===== src/rtl/resub_relation_builder_defines.svh =====
// assertion macros shared by the relation builder modules
`ifndef RESUB_RELATION_BUILDER_DEFINES_SVH
`define RESUB_RELATION_BUILDER_DEFINES_SVH

// property checked on every rising clock edge outside reset
`define RRB_ASSERT(lbl, prop, msg) \
  lbl: assert property (@(posedge clk_i) disable iff (!rst_ni) (prop)) else $error(msg);

// condition that must never hold outside reset
`define RRB_ASSERT_NEVER(lbl, cond, msg) \
  `RRB_ASSERT(lbl, !(cond), msg)

`endif


===== src/rtl/rrb_pkg.sv =====
`default_nettype none

package rrb_pkg;

  // table geometry
  localparam int MaxSelected = 6;
  localparam int NumDivisors = 64;
  localparam int IdxW        = MaxSelected;
  localparam int TableDepth  = 1 << MaxSelected;

  // field widths
  localparam int CountW   = 3;
  localparam int SelW     = 6;
  localparam int DivBitsW = 64;
  localparam int OpW      = 2;
  localparam int CfgIdxW  = 3;
  localparam int CfgDataW = 6;
  localparam int InDataW  = 72;
  localparam int OutDataW = 8;

  // entry permission bits
  localparam logic [1:0] AllowZero  = 2'b01;
  localparam logic [1:0] AllowOne   = 2'b10;
  localparam logic [1:0] AllAllowed = 2'b11;

  // configuration register indexes
  localparam logic [CfgIdxW-1:0] RegSelectedCount = 3'd0;
  localparam logic [CfgIdxW-1:0] RegSelect0       = 3'd1;
  localparam logic [CfgIdxW-1:0] RegSelect5       = 3'd6;

  typedef enum logic [OpW-1:0] {
    OP_START   = 2'd0,
    OP_MINTERM = 2'd1,
    OP_READOUT = 2'd2
  } opcode_e;

  typedef enum logic [1:0] {
    ST_IDLE,
    ST_MT_WRITE,
    ST_RO_LOAD
  } state_e;

  // commands from controller to datapath
  typedef struct packed {
    logic clear;     // start item: every entry back to all allowed
    logic mt_read;   // minterm accepted: latch index, read entry
    logic mt_write;  // write back the narrowed entry
    logic ro_first;  // readout accepted: read entry 0
    logic ro_load;   // move current entry into the output register
  } cmd_t;

  // status from datapath to controller
  typedef struct packed {
    logic slot_free;  // output register empty or being taken
    logic at_last;    // current readout entry is the final one
  } status_t;

endpackage

`default_nettype wire


===== src/rtl/rrb_ctrl.sv =====
`default_nettype none

`include "resub_relation_builder_defines.svh"

module rrb_ctrl (
  input  wire logic                   clk_i,
  input  wire logic                   rst_ni,
  input  wire logic                   in_valid_i,
  input  wire logic [rrb_pkg::OpW-1:0] opcode_i,
  output logic                        in_ready_o,
  input  wire rrb_pkg::status_t        status_i,
  output rrb_pkg::cmd_t               cmd_o
);

  rrb_pkg::state_e state_q, state_d;
  logic            accept;

  // item taken only while idle
  assign accept = in_valid_i && (state_q == rrb_pkg::ST_IDLE);

  // state register
  always_ff @(posedge clk_i or negedge rst_ni) begin
    if (!rst_ni) begin
      state_q <= rrb_pkg::ST_IDLE;
    end else begin
      state_q <= state_d;
    end
  end

  // next state
  always_comb begin
    state_d = state_q;
    unique case (state_q)
      rrb_pkg::ST_IDLE: begin
        if (accept) begin
          if (opcode_i == rrb_pkg::OP_MINTERM) begin
            state_d = rrb_pkg::ST_MT_WRITE;
          end else if (opcode_i == rrb_pkg::OP_READOUT) begin
            state_d = rrb_pkg::ST_RO_LOAD;
          end
        end
      end
      rrb_pkg::ST_MT_WRITE: begin
        state_d = rrb_pkg::ST_IDLE;
      end
      rrb_pkg::ST_RO_LOAD: begin
        if (status_i.slot_free && status_i.at_last) begin
          state_d = rrb_pkg::ST_IDLE;
        end
      end
      default: begin
        state_d = rrb_pkg::ST_IDLE;
      end
    endcase
  end

  // outputs
  always_comb begin
    in_ready_o = 1'b0;
    cmd_o      = '0;
    unique case (state_q)
      rrb_pkg::ST_IDLE: begin
        in_ready_o = 1'b1;
        if (accept) begin
          unique case (rrb_pkg::opcode_e'(opcode_i))
            rrb_pkg::OP_START:   cmd_o.clear    = 1'b1;
            rrb_pkg::OP_MINTERM: cmd_o.mt_read  = 1'b1;
            rrb_pkg::OP_READOUT: cmd_o.ro_first = 1'b1;
            default: ;
          endcase
        end
      end
      rrb_pkg::ST_MT_WRITE: begin
        cmd_o.mt_write = 1'b1;
      end
      rrb_pkg::ST_RO_LOAD: begin
        cmd_o.ro_load = status_i.slot_free;
      end
      default: ;
    endcase
  end

  // checks
  `RRB_ASSERT(a_write_after_minterm,
              cmd_o.mt_write |-> $past(accept && opcode_i == rrb_pkg::OP_MINTERM),
              "table write without a minterm item")
  `RRB_ASSERT(a_last_returns_idle, (cmd_o.ro_load && status_i.at_last) |=> in_ready_o,
              "controller not idle after final readout entry")
  `RRB_ASSERT_NEVER(a_load_blocked, cmd_o.ro_load && !status_i.slot_free,
                    "output register overwritten while occupied")

endmodule

`default_nettype wire


===== src/rtl/rrb_datapath.sv =====
`default_nettype none

`include "resub_relation_builder_defines.svh"

module rrb_datapath (
  input  wire logic                         clk_i,
  input  wire logic                         rst_ni,
  // configuration writes
  input  wire logic                         cfg_we_i,
  input  wire logic [rrb_pkg::CfgIdxW-1:0]  cfg_index_i,
  input  wire logic [rrb_pkg::CfgDataW-1:0] cfg_data_i,
  // input item payload
  input  wire logic                         target_bit_i,
  input  wire logic [rrb_pkg::DivBitsW-1:0] divisor_bits_i,
  // control
  input  wire rrb_pkg::cmd_t                cmd_i,
  output rrb_pkg::status_t                  status_o,
  // result register
  input  wire logic                         out_ready_i,
  output logic                              out_valid_o,
  output logic [rrb_pkg::IdxW-1:0]          entry_index_o,
  output logic                              may_be_zero_o,
  output logic                              may_be_one_o,
  output logic                              last_o
);

  logic [rrb_pkg::CountW-1:0] count_q;
  logic [rrb_pkg::SelW-1:0]   sel_q [rrb_pkg::MaxSelected];
  logic [rrb_pkg::CountW-1:0] k_eff;
  logic [rrb_pkg::CfgIdxW-1:0] sel_slot;

  logic [rrb_pkg::IdxW-1:0]   idx;
  logic [rrb_pkg::IdxW:0]     span;
  logic [rrb_pkg::IdxW-1:0]   addr_q, addr_next, rd_addr;
  logic [rrb_pkg::IdxW-1:0]   last_idx_q;
  logic                       target_q;
  logic                       rd_en;

  logic [1:0]                 table_mem [rrb_pkg::TableDepth];
  logic [rrb_pkg::TableDepth-1:0] valid_q;
  logic [1:0]                 rdata_q;
  logic                       rvalid_q;
  logic [1:0]                 entry, entry_new;

  logic                       out_valid_q, out_valid_d;
  logic [rrb_pkg::IdxW-1:0]   out_idx_q;
  logic [1:0]                 out_entry_q;
  logic                       out_last_q;

  // configuration registers
  assign sel_slot = cfg_index_i - rrb_pkg::RegSelect0;

  always_ff @(posedge clk_i or negedge rst_ni) begin
    if (!rst_ni) begin
      count_q <= '0;
      for (int i = 0; i < rrb_pkg::MaxSelected; i++) begin
        sel_q[i] <= '0;
      end
    end else if (cfg_we_i) begin
      if (cfg_index_i == rrb_pkg::RegSelectedCount) begin
        count_q <= cfg_data_i[rrb_pkg::CountW-1:0];
      end else if (cfg_index_i >= rrb_pkg::RegSelect0 && cfg_index_i <= rrb_pkg::RegSelect5) begin
        sel_q[sel_slot] <= cfg_data_i[rrb_pkg::SelW-1:0];
      end
    end
  end

  // active selection count, capped at MaxSelected
  assign k_eff = (count_q > rrb_pkg::CountW'(rrb_pkg::MaxSelected))
               ? rrb_pkg::CountW'(rrb_pkg::MaxSelected) : count_q;

  // pattern index from the selected divisors
  always_comb begin
    for (int i = 0; i < rrb_pkg::IdxW; i++) begin
      idx[i] = (rrb_pkg::CountW'(i) < k_eff)
            && (int'(sel_q[i]) < rrb_pkg::NumDivisors)
            && divisor_bits_i[sel_q[i]];
    end
  end

  // highest index of a readout run
  assign span = ((rrb_pkg::IdxW+1)'(1) << k_eff) - (rrb_pkg::IdxW+1)'(1);

  // address and readout counter
  assign addr_next = addr_q + rrb_pkg::IdxW'(1);
  assign status_o.at_last = (addr_q == last_idx_q);

  always_ff @(posedge clk_i) begin
    if (cmd_i.mt_read) begin
      addr_q   <= idx;
      target_q <= target_bit_i;
    end else if (cmd_i.ro_first) begin
      addr_q     <= '0;
      last_idx_q <= span[rrb_pkg::IdxW-1:0];
    end else if (cmd_i.ro_load && !status_o.at_last) begin
      addr_q <= addr_next;
    end
  end

  // table read port
  assign rd_en   = cmd_i.mt_read || cmd_i.ro_first || (cmd_i.ro_load && !status_o.at_last);
  assign rd_addr = cmd_i.mt_read ? idx : (cmd_i.ro_first ? '0 : addr_next);

  always_ff @(posedge clk_i) begin
    if (rd_en) begin
      rdata_q  <= table_mem[rd_addr];
      rvalid_q <= valid_q[rd_addr];
    end
  end

  // an entry not written since start reads as all allowed
  assign entry     = rvalid_q ? rdata_q : rrb_pkg::AllAllowed;
  assign entry_new = entry & (target_q ? ~rrb_pkg::AllowZero : ~rrb_pkg::AllowOne);

  // table write port
  always_ff @(posedge clk_i) begin
    if (cmd_i.mt_write) begin
      table_mem[addr_q] <= entry_new;
    end
  end

  // entry valid bits
  always_ff @(posedge clk_i or negedge rst_ni) begin
    if (!rst_ni) begin
      valid_q <= '0;
    end else if (cmd_i.clear) begin
      valid_q <= '0;
    end else if (cmd_i.mt_write) begin
      valid_q[addr_q] <= 1'b1;
    end
  end

  // output register
  assign status_o.slot_free = !out_valid_q || out_ready_i;
  assign out_valid_d        = cmd_i.ro_load || (out_valid_q && !out_ready_i);

  always_ff @(posedge clk_i or negedge rst_ni) begin
    if (!rst_ni) begin
      out_valid_q <= 1'b0;
    end else begin
      out_valid_q <= out_valid_d;
    end
  end

  always_ff @(posedge clk_i) begin
    if (cmd_i.ro_load) begin
      out_idx_q   <= addr_q;
      out_entry_q <= entry;
      out_last_q  <= status_o.at_last;
    end
  end

  assign out_valid_o   = out_valid_q;
  assign entry_index_o = out_idx_q;
  assign may_be_zero_o = out_entry_q[0];
  assign may_be_one_o  = out_entry_q[1];
  assign last_o        = out_last_q;

  // checks
  `RRB_ASSERT(a_write_sets_valid, cmd_i.mt_write |=> valid_q[$past(addr_q)],
              "written entry not marked valid")
  `RRB_ASSERT(a_start_clears, cmd_i.clear |=> (valid_q == '0),
              "start item left entries valid")
  `RRB_ASSERT(a_load_fills_slot, cmd_i.ro_load |=> out_valid_q,
              "loaded entry not presented")

endmodule

`default_nettype wire


===== src/rtl/resub_relation_builder.sv =====
// start item clears the entry valid bits; minterm item reads its table entry, then writes it back narrowed
// readout: 2^k entries, each through the table read register and then the output register
// one entry per cycle unless the output stalls; items are taken one at a time, only while idle
// the final readout entry may still wait in the output register while the next item enters
// reset: asynchronous, active low; control and configuration registers zero, entry valid bits
// cleared at once, so the whole table reads as all allowed with no clearing pass
`default_nettype none

module resub_relation_builder (
  input  wire logic                          clk_i,
  input  wire logic                          rst_ni,
  // configuration write channel
  input  wire logic                          cfg_valid_i,
  output logic                               cfg_ready_o,
  input  wire logic [rrb_pkg::CfgIdxW-1:0]   cfg_index_i,
  input  wire logic [rrb_pkg::CfgDataW-1:0]  cfg_data_i,
  // input items
  input  wire logic                          s_axis_tvalid,
  output logic                               s_axis_tready,
  // tdata: target_bit [0], divisor_bits [64:1], zero [71:65]
  input  wire logic [rrb_pkg::InDataW-1:0]   s_axis_tdata,
  // tuser: opcode [1:0]
  input  wire logic [rrb_pkg::OpW-1:0]       s_axis_tuser,
  // result items
  output logic                               m_axis_tvalid,
  input  wire logic                          m_axis_tready,
  // tdata: entry_index [5:0], may_be_zero [6], may_be_one [7]
  output logic [rrb_pkg::OutDataW-1:0]       m_axis_tdata,
  output logic                               m_axis_tlast
);

  rrb_pkg::cmd_t              cmd;
  rrb_pkg::status_t           status;
  logic [rrb_pkg::IdxW-1:0]   entry_index;
  logic                       may_be_zero;
  logic                       may_be_one;

  assign cfg_ready_o = 1'b1;

  // sequencing
  rrb_ctrl u_ctrl (
    .clk_i      (clk_i),
    .rst_ni     (rst_ni),
    .in_valid_i (s_axis_tvalid),
    .opcode_i   (s_axis_tuser),
    .in_ready_o (s_axis_tready),
    .status_i   (status),
    .cmd_o      (cmd)
  );

  // table, configuration and result register
  rrb_datapath u_datapath (
    .clk_i          (clk_i),
    .rst_ni         (rst_ni),
    .cfg_we_i       (cfg_valid_i && cfg_ready_o),
    .cfg_index_i    (cfg_index_i),
    .cfg_data_i     (cfg_data_i),
    .target_bit_i   (s_axis_tdata[0]),
    .divisor_bits_i (s_axis_tdata[rrb_pkg::DivBitsW:1]),
    .cmd_i          (cmd),
    .status_o       (status),
    .out_ready_i    (m_axis_tready),
    .out_valid_o    (m_axis_tvalid),
    .entry_index_o  (entry_index),
    .may_be_zero_o  (may_be_zero),
    .may_be_one_o   (may_be_one),
    .last_o         (m_axis_tlast)
  );

  assign m_axis_tdata = {may_be_one, may_be_zero, entry_index};

endmodule

`default_nettype wire

===== config.mk =====
export PLATFORM = sky130hd
export DESIGN_NAME = resub_relation_builder
export DESIGN_NICKNAME = d
export VERILOG_FILES = /design/src/rtl/rrb_pkg.sv /design/src/rtl/rrb_ctrl.sv /design/src/rtl/rrb_datapath.sv /design/src/rtl/resub_relation_builder.sv
export VERILOG_INCLUDE_DIRS = /design/src /design/src/rtl
export SDC_FILE = /design/constraint.sdc
export NUM_CORES = 1
export LEC_CHECK = 0
export BUFFER_PORTS_ARGS = -buffer_cell sky130_fd_sc_hd__buf_4
export CAP_MARGIN = 10
export CORE_AREA = 2 2 143 214
export DETAILED_ROUTE_END_ITERATION = 10
export DIE_AREA = 0 0 145 216
export MAX_ROUTING_LAYER = met4
export PLACE_DENSITY_LB_ADDON = 0.3
export SKIP_CTS_REPAIR_TIMING = 1
export SYNTH_ARGS = -nofsm -noshare
export SYNTH_HDL_FRONTEND = slang
export SYNTH_SLANG_ARGS = --single-unit

===== constraint.sdc =====
create_clock -name clk_i -period 4.8 [get_ports clk_i]
set_clock_uncertainty 0.1 [all_clocks]
set_input_delay 0.96 -clock clk_i [delete_from_list [all_inputs] [get_ports clk_i]]
set_output_delay 0.96 -clock clk_i [all_outputs]
set_load 0.005 [all_outputs]

# Word-level counts from Yosys, hierarchy flattened
# Memories as Yosys holds them, arrays and structs flattened. A register that Yosys moved wholly into a read port is not among the register bits.
# Index checks and enable logic that the tools add are counted.
# W data, S select, Z words.
# totals
reg_bits	129
mem_bits_rw	128
input_bits	88
out_inout_bits	12
word_cells	130
n_memories	1
# classes
addsub	3
n_lt_le_gt_ge	20
eq_ne	8
shift	1
mux	46
bitwise	5
n_reduce_logical	29
# memory_table
name	words	width	rd	rd_ports_with_merged_regs	wr	line	text
u_datapath.table_mem	64	2	1	1	1	rrb_datapath.sv:39	logic [1:0] table_mem [rrb_pkg::TableDepth];
# ops
cell	count
$mux W64	2
$or A64 B64 Y64	1
$lt A6 B7 Y1 const B	8
$bmux W1 S6	7
$bwmux W36	1
$mux W6	6
$demux W6 S3	1
$mux W1	18
$mux W2	8
$logic_and A1 B1 Y1	13
$add A6 B1 Y6 const B	1
$demux W1 S6	1
$eq A6 B6 Y1	1
$ge A6 B1 Y1 const B	1
$lt A1 B3 Y1 const A	2
$lt A2 B3 Y1 const A	2
$lt A3 B3 Y1 const A	2
$reduce_and A3 Y1	2
$shl A1 B3 Y6 const A	1
$sub A6 B2 Y6 const B	1
$eq A2 B1 Y1 const B	2
$eq A2 B2 Y1 const B	2
$ge A4 B4 Y1 const B	1
$logic_not A2 Y1	2
other kinds (18)	26

# Longest topological paths before layout
# Gate-level depths: netlist (run 1).
# logic_depth
word_depth	8
mapped_depth	17
mapped_depth_nobuf	14

# Hierarchy
# From an unflattened synthesis (run 1), not the netlist that was laid out.
# hier_totals
hier_cells	1094
hier_area_um2	14525.2
# by_module_without_submodules
module	n_inst	cells_each	area_each_um2	seq_area_each_um2
rrb_datapath	1	1077	14351.3	7196.9
rrb_ctrl	1	13	147.6	50.0
resub_relation_builder	1	4	26.3	0.0

# Worst setup path before layout (run 1)
# OpenSTA, ideal clock, no wires.
# synth_path
path_kind	input to register
start	input s_axis_tdata[24] (netlist name)
end	register u_datapath.rvalid_q (data pin)
setup_ns	0.256
arrival_ns	3.480
t_required_ns	4.444
setup_slack_ns	0.964
cell_stages	12
n_path_buf	2
path_cell_list	mux4_2 -> mux2_2 -> or3_1 -> a41oi_1 -> and2_1 -> buf_4 -> buf_6 -> mux2i_1 -> a22oi_1 -> a2111oi_0 -> a22oi_1 -> and4_1
# synth_via
elab_chain_len	6
word_cells_on_any_way	21
classes_between	mux (15); reduce/logical (6)
# synth_lines
element	line	text
start: declaration	resub_relation_builder.sv:21	input wire logic [rrb_pkg::InDataW-1:0] s_axis_tdata,
$bmux W1 S6	rrb_datapath.sv:77	&& divisor_bits_i[sel_q[i]];
$mux W1 (not written as such)	rrb_datapath.sv:77	
$logic_and A1 B1 Y1	rrb_datapath.sv:77	
$mux W6 (*)	rrb_datapath.sv:102	assign rd_addr = cmd_i.mt_read ? idx : (cmd_i.ro_first ? '0 : addr_next);
$bmux W1 S6 (*)	rrb_datapath.sv:107	rvalid_q <= valid_q[rd_addr];
$mux W1 (not written as such) (*)	rrb_datapath.sv:107	
end signal: assignment	rrb_datapath.sv:107	
end: declaration	rrb_datapath.sv:42	logic rvalid_q;
# Every way passes the cells marked *; elsewhere a longest branch is shown, timed or not. The select of a mux whose other input is x is not followed.
# A chain may end at the register's enable or synchronous reset.

# Final worst setup path (run 1)
# layout_path
start	register u_datapath.sel_q[26] (netlist name)
end	register u_datapath.rdata_q[1] (read register of u_datapath.table_mem) (data pin)
# layout_via
elab_chain_len	4
# layout_lines
element	line	text
start: declaration	rrb_datapath.sv:28	logic [rrb_pkg::SelW-1:0] sel_q [rrb_pkg::MaxSelected];
start signal: indexed assignment	rrb_datapath.sv:63	sel_q[sel_slot] <= cfg_data_i[rrb_pkg::SelW-1:0];
$bmux W1 S6	rrb_datapath.sv:77	
$mux W1 (not written as such)	rrb_datapath.sv:77	
$logic_and A1 B1 Y1	rrb_datapath.sv:77	
$mux W6	rrb_datapath.sv:102	
end: declaration	rrb_datapath.sv:41	logic [1:0] rdata_q;
# Every way passes these cells. The select of a mux whose other input is x is not followed.

==> results of run 1 <==
-- kinds of logic after synthesis --
group	count (synthesis)
AO/OA/AOI/OAI	207
XOR/XNOR	12
adder cells (fa/ha/maj)	8
buffers and inverters	110
flip-flops	259
multiplexers	193
other	1
AND/OR/NAND/NOR	334
-- state kept, by name (all words and copies together) (netlist names) --
name	cells
u_datapath.count_q	3
u_datapath.entry_index_o	6
u_datapath.target_q	1
u_datapath.rvalid_q	1
u_datapath.table_mem	128
u_datapath.rdata_q	2
u_datapath.out_entry_q	2
u_datapath.valid_q	64
u_datapath.last_idx_q	6
u_datapath.sel_q	36
u_datapath.last_o	1
u_datapath.addr_q	6
u_datapath.out_valid_o	1
u_ctrl.state_q	2
-- synthesized netlist by cell type (all sizes together) (11+ instances only) --
master	n	area share (%)
a221oi	12	0.74
a32oi	11	0.68
nand2	140	3.7
inv	23	0.61
mux4	105	17
nor2	81	2.1
o21ai	12	0.42
o21a	65	3.4
buf	50	2.1
nor3	15	0.53
nand3	36	1.3
dfrtp	106	19
mux2	43	3.4
clkbuf	37	0.97
a21oi	47	1.6
mux2i	45	3.2
edfxtp	153	32
-- stage by stage --
| step | utilization, % | power (mW) | worst slack (ps) | instance area (um^2) | hold WS, ps |
|---|---|---|---|---|---|
| 6_report | 55.55 | 9.294 | 288.2 | 16320 | 224.9 |
| 5_1_grt | 55.55 | 9.724 | 88.49 | 16320 | 237.8 |
| 4_1_cts | 55.55 | 9.297 | 286.1 | 16320 | 230.8 |
| 3_5_place_dp | 52.80 | 7.363 | 30.41 | 15510 | 379.5 |
| 3_3_place_gp | 52.80 | 7.303 | 49.63 | 15510 | 372.7 |
| 2_1_floorplan | - | 5.795 | 963.8 | 14260 | 324.4 |
-- worst reg2reg max path: cells and delay by family, from the launching register on --
kind,cells,cell delay [ps]
muxes,3,1330
and+or+nand+nor,3,580
buffers and inverters,3,670
AOI/OAI and AO/OA,4,920
DFF,1,770
-- metal layers --
metal | share of wire, % | routed length (um)
met1 | 35 | 13880
met2 | 52 | 20900
met3 | 5.4 | 2141
met4 | 7.3 | 2898
met5 | 0 | 0
-- how the worst max path moves through the flow --
stage                     slack, ps                         endpoint                             start
after floorplan                 960    u_datapath.rvalid_q$_DFFE_PP_                  s_axis_tdata[24]
after global placement           50  u_datapath.rdata_q[1]$_DFFE_PP_                  s_axis_tdata[23]
after detailed placement         30  u_datapath.rdata_q[1]$_DFFE_PP_                  s_axis_tdata[24]
after CTS                       290  u_datapath.rdata_q[1]$_DFFE_PP_  u_datapath.sel_q[25]$_DFFE_PN0P_
after global routing             90    u_datapath.rvalid_q$_DFFE_PP_  u_datapath.sel_q[26]$_DFFE_PN0P_
final                           290  u_datapath.rdata_q[1]$_DFFE_PP_  u_datapath.sel_q[26]$_DFFE_PN0P_
-- power breakdown --
part	switching (mW)	total, mW	internal (mW)
sequential	0.463	3.15	2.69
combinational	2.26	4.21	1.95
clock	0.860	1.93	1.07
total	3.59	9.29	5.71
-- cell type report --
cell class / count / area [um^2] / area share [%]
clock buffers: 31 / 679.4 / 4.162
clock inverters: 17 / 130.1 / 0.7971
inverters: 23 / 86.33 / 0.5289
multi-input cells: 755 / 6504 / 39.84
flip-flops and latches: 259 / 7247 / 44.39
well taps: 395 / 494.2 / 3.028
repair buffers: 151 / 1184 / 7.251
==> summary.md, run 1 <==
| Metric | Value |
|---|---|
| Ys Warns | `0` |
| Yosys cell types | `61` |
| Die H | `~220 um` |
| Crit-path leading delay family | `multiplexers` |
| Number of synthesized flops with an enable pin | `approximately 150` |
| Critical path peak fanout | `38` |
| Grt met1 use | `roughly 29%` |
| Final non-filler cell total | `~1,600` |
| CTS max path bufs | `3` |
| Max incr delay on CP | `between 700 and 800 ps` |
| Post-synthesis sequential area ratio | `between 50% and 60%` |
| DP HPWL | `around 29 mm` |
| Fin. Hold Viols | `0` |
| First-pass GRT wire length | `just over 60 mm` |
| Worst EP arrival | `just under 5000 ps` |
| Cell depth of the worst setup path | `13` |
| Die Area | `31,320 um^2` |
| Most common cell after layout, fill and taps aside | `edfxtp_1` |
| Synth Area in Adders | `less than 1%` |
| Clk Latency, worst-skew pair | `550 ps` |
| Row count | `a little under 80` |
| Placed insts | `about 1,600` |
| Drt drc | `0` |
| Avg WL per Cell | `24.42 um` |
| Filler cell count | `between 2,000 and 3,000` |
| Crit Path Category | `reg2reg` |
| FFs w/ async S/R, synth | `a little over 40%` |
| Final Max Tran Viols | `0` |
| Grt peak-use layer | `met2` |
| R2R depth | `13` |
| Min cycle time layout | `4512 ps` |
| Final WL | `39.82 mm` |
| Post-synthesis mux area share | `between 20% and 30%` |
| Buffers & Inverters on Critical Path | `3` |
| H-tree depth | `1` |
| Number of synthesized register bits | `259` |
| Clock sinks | `between 200 and 300` |
| Fmax | `between 200 and 250 MHz` |
| P&R area growth vs syn | `14.45%` |
| Avg Vias per Cell | `6.274` |
| Synth Area in XOR/XNOR | `less than 1%` |
| Crit-path cells | `mux4_2, mux4_2, mux2_2, a22oi_1, and2_2, buf_12, buf_4, a21oi_1, a221oi_1, buf_4, nor3_1, o31ai_1, and4_1` |
| Remaining Overflow, GRT | `0` |
| Final setup TNS | `0 ps` |
| Diode count | `0` |
| Unrepaired setup endpoints after global routing | `no` |
| Worst setup EP type | `flop` |
| GPL Wtd Cong | `0.9567` |
| Leakage | `roughly 6.1 nW` |
| Outcome | `finished, final reports clean` |
| MaxCap Viol Count | `0` |
| Count of input and output buffers | `~90` |
| Synth Flop Type | `edfxtp_1` |
| Layout cell share with drive strength beyond 1 | `a little under 30%` |
| Post-synthesis simple-gate area fraction | `10.63%` |
| Critical R2R Launch | `u_datapath.sel_q[26]$_DFFE_PN0P_` |
| CTS tree | `yes` |
| Initial Util | `roughly half` |
| Die extent in x | `around 150 um` |
| WP data required | `just over 5000 ps` |
| Met2 Track Usage GR | `between 40% and 50%` |
| Total CTS buffers | `26` |
| Gate Count Post-Synth | `around 1,100` |
| Tcrit/Tclk final | `94.00%` |
| Peak VDD IR | `approximately 0.33 mV` |
| Initial antenna violation count | `0` |
| Root Buffer | `clkbuf_16` |
| Vias in the first global route | `10,744` |
| Syn avg cell area | `12.69 um^2` |
| Largest net degree at the start of global routing | `65` |
| DRT iter0 DRCs | `between 700 and 800` |
| Vias | `around 10,000` |
| Synth Cell Area | `14,260 um^2` |
| Worst-path clk slew | `roughly 60 ps` |
| Startpoint Class | `flop` |
| Worst reg-to-reg setup slack | `between 200 and 300 ps` |
| PwrDens | `about 570 nW/um^2` |
| Compound-cell area share of the yosys netlist | `roughly 10%` |
| Setup Viol. Count Final | `0` |
| Slew @ Worst Pin | `roughly 1300 ps` |
| Syn_nets | `about 1,200` |
| Total core area | `around 29,000 um^2` |
| Relative slew slack | `a little over an eighth` |
| Nets@finish | `1,312` |
| Reg-to-Reg End | `u_datapath.rdata_q[1]$_DFFE_PP_` |
| First-pass DRT Iterations | `5` |
| Slowest CP cell | `dfrtp_1` |
| Routed Antenna Nets | `0` |
| Total track usage | `approximately a quarter` |
| IO Count | `100` |
| Combinational family with the most area after synthesis | `multiplexers` |
| Commonest cells after routing, fill and taps aside | `edfxtp_1 (153), buf_4 (147), nand2_1 (139)` |
| Worst Hold Class | `in2async` |
| M3 GR Usage | `roughly 2.7%` |
(Power assumes the default switching activity.)
==> inputs of run 2 (changes only) <==
Settings changed: CORE_AREA 2 2 143 214 to 2 2 174 176, DIE_AREA 0 0 145 216 to 0 0 176 178, GPL_TIMING_DRIVEN from default to 0.
==> run 2 against run 1 <==
Register-to-register slack got worse by 260 ps. Clock power grew 7%. Cell count rose by 1.8%. Via count grew 4.2%. Design area up 0.72%. Wire length is 9.9% higher. Total power up 3.1%. First-iteration DRC count grew 66%. Global-route usage rose by 3.1 points. Die area about the same. Sequential share of layout area fell by 0.32 points.
==> summary.md, run 2 (synthesis gave the netlist of run 1 again) <==
| Metric | Value |
|---|---|
| Total track usage | `29.61%` |
| Worst EP arrival | `a little over 5000 ps` |
| Die H | `178 um` |
| Total Power | `around 9.6 mW` |
| First-pass GRT wire length | `roughly 67 mm` |
| Setup WS pre-CTS | `-393.3 ps` |
| Total CTS buffers | `27` |
| Total core area | `29,400 um^2` |
| Crit-path leading delay family | `buffers and inverters` |
| Setup Viol. Count Final | `0` |
| PwrDens | `between 500 and 600 nW/um^2` |
| Nets@finish | `between 1,000 and 1,500` |
| IO Count | `100` |
| Startpoint Class | `flop` |
| Fin. Hold Viols | `0` |
| Worst-path clk slew | `60 ps` |
| Buffers & Inverters on Critical Path | `4` |
| Filler cell count | `around 2,500` |
| Remaining Overflow, GRT | `0` |
| Setup ws final | `between 20 and 30 ps` |
| Vias in the first global route | `about 11,000` |
| Count of input and output buffers | `91` |
| Worst reg-to-reg setup slack | `between 20 and 30 ps` |
| Final setup TNS | `0 ps` |
| Max FFs per register | `between 100 and 150` |
| Crit-path most repeated cell | `clkbuf_1` |
| CTS max path bufs | `3` |
| Root Buffer | `clkbuf_16` |
| Final WL | `43.77 mm` |
| Avg WL per Cell | `26.37 um` |
| Avg Vias per Cell | `between 6 and 7` |
| Peak VDD IR | `approximately 0.35 mV` |
| Drt drc | `0` |
| Initial antenna violation count | `1` |
| Unrepaired setup endpoints after global routing | `yes` |
| Die extent in x | `~180 um` |
| CTS tree | `yes` |
| GPL Wtd Cong | `around 1.0` |
| Slew @ Worst Pin | `1034 ps` |
| Commonest cells after routing, fill and taps aside | `edfxtp_1 (153), nand2_1 (140), dfrtp_1 (106)` |
| Fmax | `209.5 MHz` |
| DRT iter0 DRCs | `between 1,000 and 1,500` |
| Worst setup EP type | `flop` |
| Leakage | `around 6 nW` |
| Routed Antenna Nets | `0` |
| Largest Register | `u_datapath.table_mem` |
| Multi-input gate area in the final layout | `6519 um^2` |
| Vias | `10,664` |
| Tcrit/Tclk final | `around 99%` |
| Max incr delay on CP | `680 ps` |
| Critical path peak fanout | `10` |
| Post-layout util | `a little under three fifths` |
| Final Max Tran Viols | `0` |
| First-pass DRT Iterations | `5` |
| DP HPWL | `between 30 and 40 mm` |
| MaxCap Viol Count | `0` |
| Biggest regs | `u_datapath.table_mem (128), u_datapath.valid_q (64), u_datapath.sel_q (36)` |
| P&R area growth vs syn | `15.27%` |
| Clock sinks | `approximately 260` |
| Crit Path Category | `reg2reg` |
| Largest net degree at the start of global routing | `63` |
| Relative slew slack | `30.70%` |
| Min cycle time layout | `4773 ps` |
| Layout cell share with drive strength beyond 1 | `between 20% and 30%` |
| Die Area | `between 30,000 and 40,000 um^2` |
| FF+latch area | `7247 um^2` |
| Row count | `63` |
| Most common cell after layout, fill and taps aside | `edfxtp_1` |
| Slowest CP cell | `clkbuf_1` |
| Worst Hold Class | `in2async` |
| Outcome | `finished, final reports clean` |
| Initial Util | `around half` |
| Clk Latency, worst-skew pair | `about 560 ps` |
| WP data required | `between 5000 and 6000 ps` |
| Crit-path cells | `clkbuf_1, clkbuf_1, mux4_2, mux2i_1, a31oi_1, nand3_1, and3_1, buf_4, inv_1, nand2_1, or2_1, o22ai_1, a2111oi_1, and4_1` |
| H-tree depth | `1` |
==> run 2: cell types whose count changed in the layout (fill, tap and decap cells not counted), sizes merged <==
cell	delta
bufinv	+1
clkbuf	+43
clkinv	-3
buf	-9
clkinvlp	+1
diode	+1
==> run 2: worst register-to-register path, cell delays in order, from the launching register on <==
cell	delay, ps
dfrtp_1	320
clkbuf_1	380
clkbuf_1	680
mux4_2	410
mux2i_1	360
a31oi_1	140
nand3_1	140
and3_1	170
buf_4	180
inv_1	210
nand2_1	250
or2_1	180
o22ai_1	110
a2111oi_1	570
and4_1	410
==> run 2: final timing paths <==
kind | to | from | depth (start not counted)
max in group asynchronous | u_datapath.sel_q[32]$_DFFE_PN0P_ | rst_ni | 2
worst max register to register | u_datapath.rvalid_q$_DFFE_PP_ | u_datapath.sel_q[1]$_DFFE_PN0P_ | 14
min in group clk_i | u_datapath.entry_index_o[2]$_DFFE_PP_ | u_datapath.addr_q[2]$_DFFE_PP_ | 0
worst max-delay path | u_datapath.rvalid_q$_DFFE_PP_ | u_datapath.sel_q[1]$_DFFE_PN0P_ | 14
worst min-delay path | u_datapath.valid_q[49]$_DFFE_PN0P_ | rst_ni | 1
worst min register to register | u_datapath.entry_index_o[2]$_DFFE_PP_ | u_datapath.addr_q[2]$_DFFE_PP_ | 0
==> run 2: cell type report <==
type / count / area share, %
tap: 390 / 2.968
inverter: 23 / 0.5251
sequential: 259 / 44.08
timing repair buffer: 96 / 4.726
clock buffer: 34 / 4.391
buffer: 86 / 2.709
clock inverter: 16 / 0.9436
multi-input combinational: 755 / 39.65
antenna: 1 / 0.01522
==> run 2: metal layers <==
layer  wire length [um]  vias to the layer above  track usage, %
met3               4066                      125           5.541
met1              16910                     5351           38.11
li1                   -                     4571               -
met5                  0                        -               -
met4               2255                        0           13.29
met2              20550                      617           46.24
==> run 2: through the flow <==
stage / instance area (um^2) / hold WS [ps] / std cells
2_1_floorplan: 14260 / 324.4 / 1124
3_3_place_gp: 15430 / 350.8 / 1605
3_5_place_dp: 15530 / 336.8 / 1609
4_1_cts: 16410 / 257.8 / 1659
5_1_grt: 16440 / 273.1 / 1660
6_report: 16440 / 253.4 / 1660
==> run 2: where the power goes <==
group          leakage [nW]  switching (mW)  internal (mW)  total, mW
clock network         0.430           0.883           1.18       2.06
logic                  2.94            2.85           1.81       4.66
registers              2.79           0.167           2.69       2.86
total                  6.17            3.90           5.68       9.58
==> inputs of run 3 (changes only) <==
Settings changed: CORE_AREA 2 2 174 176 to 2 2 166 184, DIE_AREA 0 0 176 178 to 0 0 168 186.
==> run 3 against run 2 <==
Cell count decreased by 1.2%. Count of clock-buffer cells in the layout increased by 7. Combinational power hardly changed.
==> summary.md, run 3 (synthesis gave the netlist of run 1 again) <==
| Metric | Value |
|---|---|
| Placed insts | `between 1,500 and 2,000` |
| Slew @ Worst Pin | `about 1200 ps` |
| DRT iter0 DRCs | `roughly 1,200` |
| Setup Viol. Count Final | `0` |
| Final setup TNS | `0 ps` |
| DP HPWL | `roughly 31 mm` |
| Die extent in x | `between 150 and 200 um` |
| Relative slew slack | `around 19%` |
| Root Buffer | `clkbuf_16` |
| Final WL | `around 44 mm` |
| Filler cell count | `2,403` |
| Startpoint Class | `flop` |
| CTS max path bufs | `3` |
| Multi-input gate area in the final layout | `about 6500 um^2` |
| PwrDens | `between 500 and 600 nW/um^2` |
| Largest Register | `u_datapath.table_mem` |
| First-pass DRT Iterations | `5` |
| MaxCap Viol Count | `0` |
| Commonest cells after routing, fill and taps aside | `edfxtp_1 (153), nand2_1 (140), dfrtp_1 (106)` |
| Drt drc | `0` |
| Crit Path Category | `reg2reg` |
| H-tree depth | `1` |
| Worst-path clk slew | `around 70 ps` |
| Worst EP arrival | `4970 ps` |
| Total track usage | `between 20% and 30%` |
| Peak VDD IR | `about 0.37 mV` |
| Row count | `between 60 and 70` |
| WP data required | `about 5100 ps` |
| Critical R2R Launch | `u_datapath.sel_q[1]$_DFFE_PN0P_` |
| Min cycle time layout | `between 4000 and 5000 ps` |
| Total CTS buffers | `27` |
| First-pass GRT wire length | `about 66 mm` |
| Vias | `approximately 11,000` |
| Max FFs per register | `between 100 and 150` |
| Outcome | `finished, final reports clean` |
| Worst reg-to-reg setup slack | `110 ps` |
| Initial antenna violation count | `0` |
| Clk Latency, worst-skew pair | `~530 ps` |
| Biggest regs | `u_datapath.table_mem (128), u_datapath.valid_q (64), u_datapath.sel_q (36)` |
| Die Area | `~31,000 um^2` |
| Routed Antenna Nets | `0` |
| Fin. Hold Viols | `0` |
| Total Power | `between 9 and 10 mW` |
| Worst setup EP type | `flop` |
| Crit path from | `u_datapath.sel_q[1]$_DFFE_PN0P_` |
| Nets@finish | `1,342` |
| Leakage | `6.188 nW` |
| Final non-filler cell total | `approximately 1,600` |
| Worst Hold Class | `in2async` |
| Avg Vias per Cell | `6.524` |
| GPL Wtd Cong | `approximately 0.96` |
| Initial Util | `between 40% and 50%` |
| CTS tree | `yes` |
| Clock sinks | `between 200 and 300` |
| Unrepaired setup endpoints after global routing | `yes` |
| Total core area | `29,320 um^2` |
| Reg-to-Reg End | `u_datapath.rvalid_q$_DFFE_PP_` |
| Most common cell after layout, fill and taps aside | `edfxtp_1` |
| R2R depth | `14` |
| Remaining Overflow, GRT | `0` |
| Final Max Tran Viols | `0` |
| FF+latch area | `approximately 7200 um^2` |
| Tcrit/Tclk final | `a little over nine tenths` |
| Vias in the first global route | `about 11,000` |
| Critical path peak fanout | `10` |
| Die H | `186 um` |
| Critical Path Sink | `u_datapath.rvalid_q$_DFFE_PP_` |
| Fmax | `between 200 and 250 MHz` |
| P&R area growth vs syn | `15.35%` |
| Diode count | `0` |
| Largest net degree at the start of global routing | `93` |
| Avg WL per Cell | `26.70 um` |
| Layout cell share with drive strength beyond 1 | `around 28%` |
| Count of input and output buffers | `91` |
| IO Count | `100` |
==> run 3: worst min-delay path by stage <==
stage | from | end
floorplan | u_datapath.addr_q[2]$_DFFE_PP_ | u_datapath.entry_index_o[2]$_DFFE_PP_
global placement | u_datapath.addr_q[4]$_DFFE_PP_ | u_datapath.entry_index_o[4]$_DFFE_PP_
detailed placement | u_datapath.addr_q[4]$_DFFE_PP_ | u_datapath.entry_index_o[4]$_DFFE_PP_
CTS | rst_ni | u_datapath.sel_q[26]$_DFFE_PN0P_
global route | rst_ni | u_datapath.sel_q[30]$_DFFE_PN0P_
finish | rst_ni | u_datapath.sel_q[26]$_DFFE_PN0P_
==> run 3: power breakdown <==
| part | internal [mW] | switching [mW] |
|---|---|---|
| registers | 2.69 | 0.197 |
| clock network | 1.36 | 0.871 |
| logic | 1.80 | 2.83 |
| total | 5.85 | 3.90 |
==> run 3: critical path: stages (launching register included) <==
cell	delay, ps
dfrtp_1	320
clkbuf_1	430
clkbuf_1	630
mux4_2	460
mux2i_1	240
nand3_1	110
nand3_1	120
and3_1	200
buf_4	190
inv_1	190
nand2_1	260
or2_1	220
o22ai_1	150
a2111oi_2	560
and4_1	350
==> run 3: metal layers <==
layer | GRT usage (%) | part of all wire (%) | vias to the layer above
li1 | - | - | 4561
met1 | 34.86 | 36 | 5314
met2 | 48.89 | 49 | 659
met3 | 4.168 | 8.4 | 166
met4 | 16.00 | 6.4 | 0
met5 | - | 0 | -
==> run 3: area by class of cell <==
cell class,instances,share of cell area (%)
Buffer,85,2.677
Clock buffer,41,4.852
Clock inverter,8,0.8745
Inverter,23,0.5247
Multi-Input combinational cell,755,39.57
Sequential cell,259,44.05
Tap cell,374,2.844
Timing Repair Buffer,95,4.616
==> run 3: metrics by stage <==
stage	setup WS (ps)	cell area (um^2)	utilization, %	hold WS, ps
after CTS	-345.6	16440	56.07	141.9
after floorplan	963.8	14260	-	324.4
after detailed placement	-475.4	15490	52.86	346.9
final	111.4	16450	56.12	139.0
after global placement	-503.5	15410	52.58	344.1
after global routing	-46.54	16450	56.12	147.9
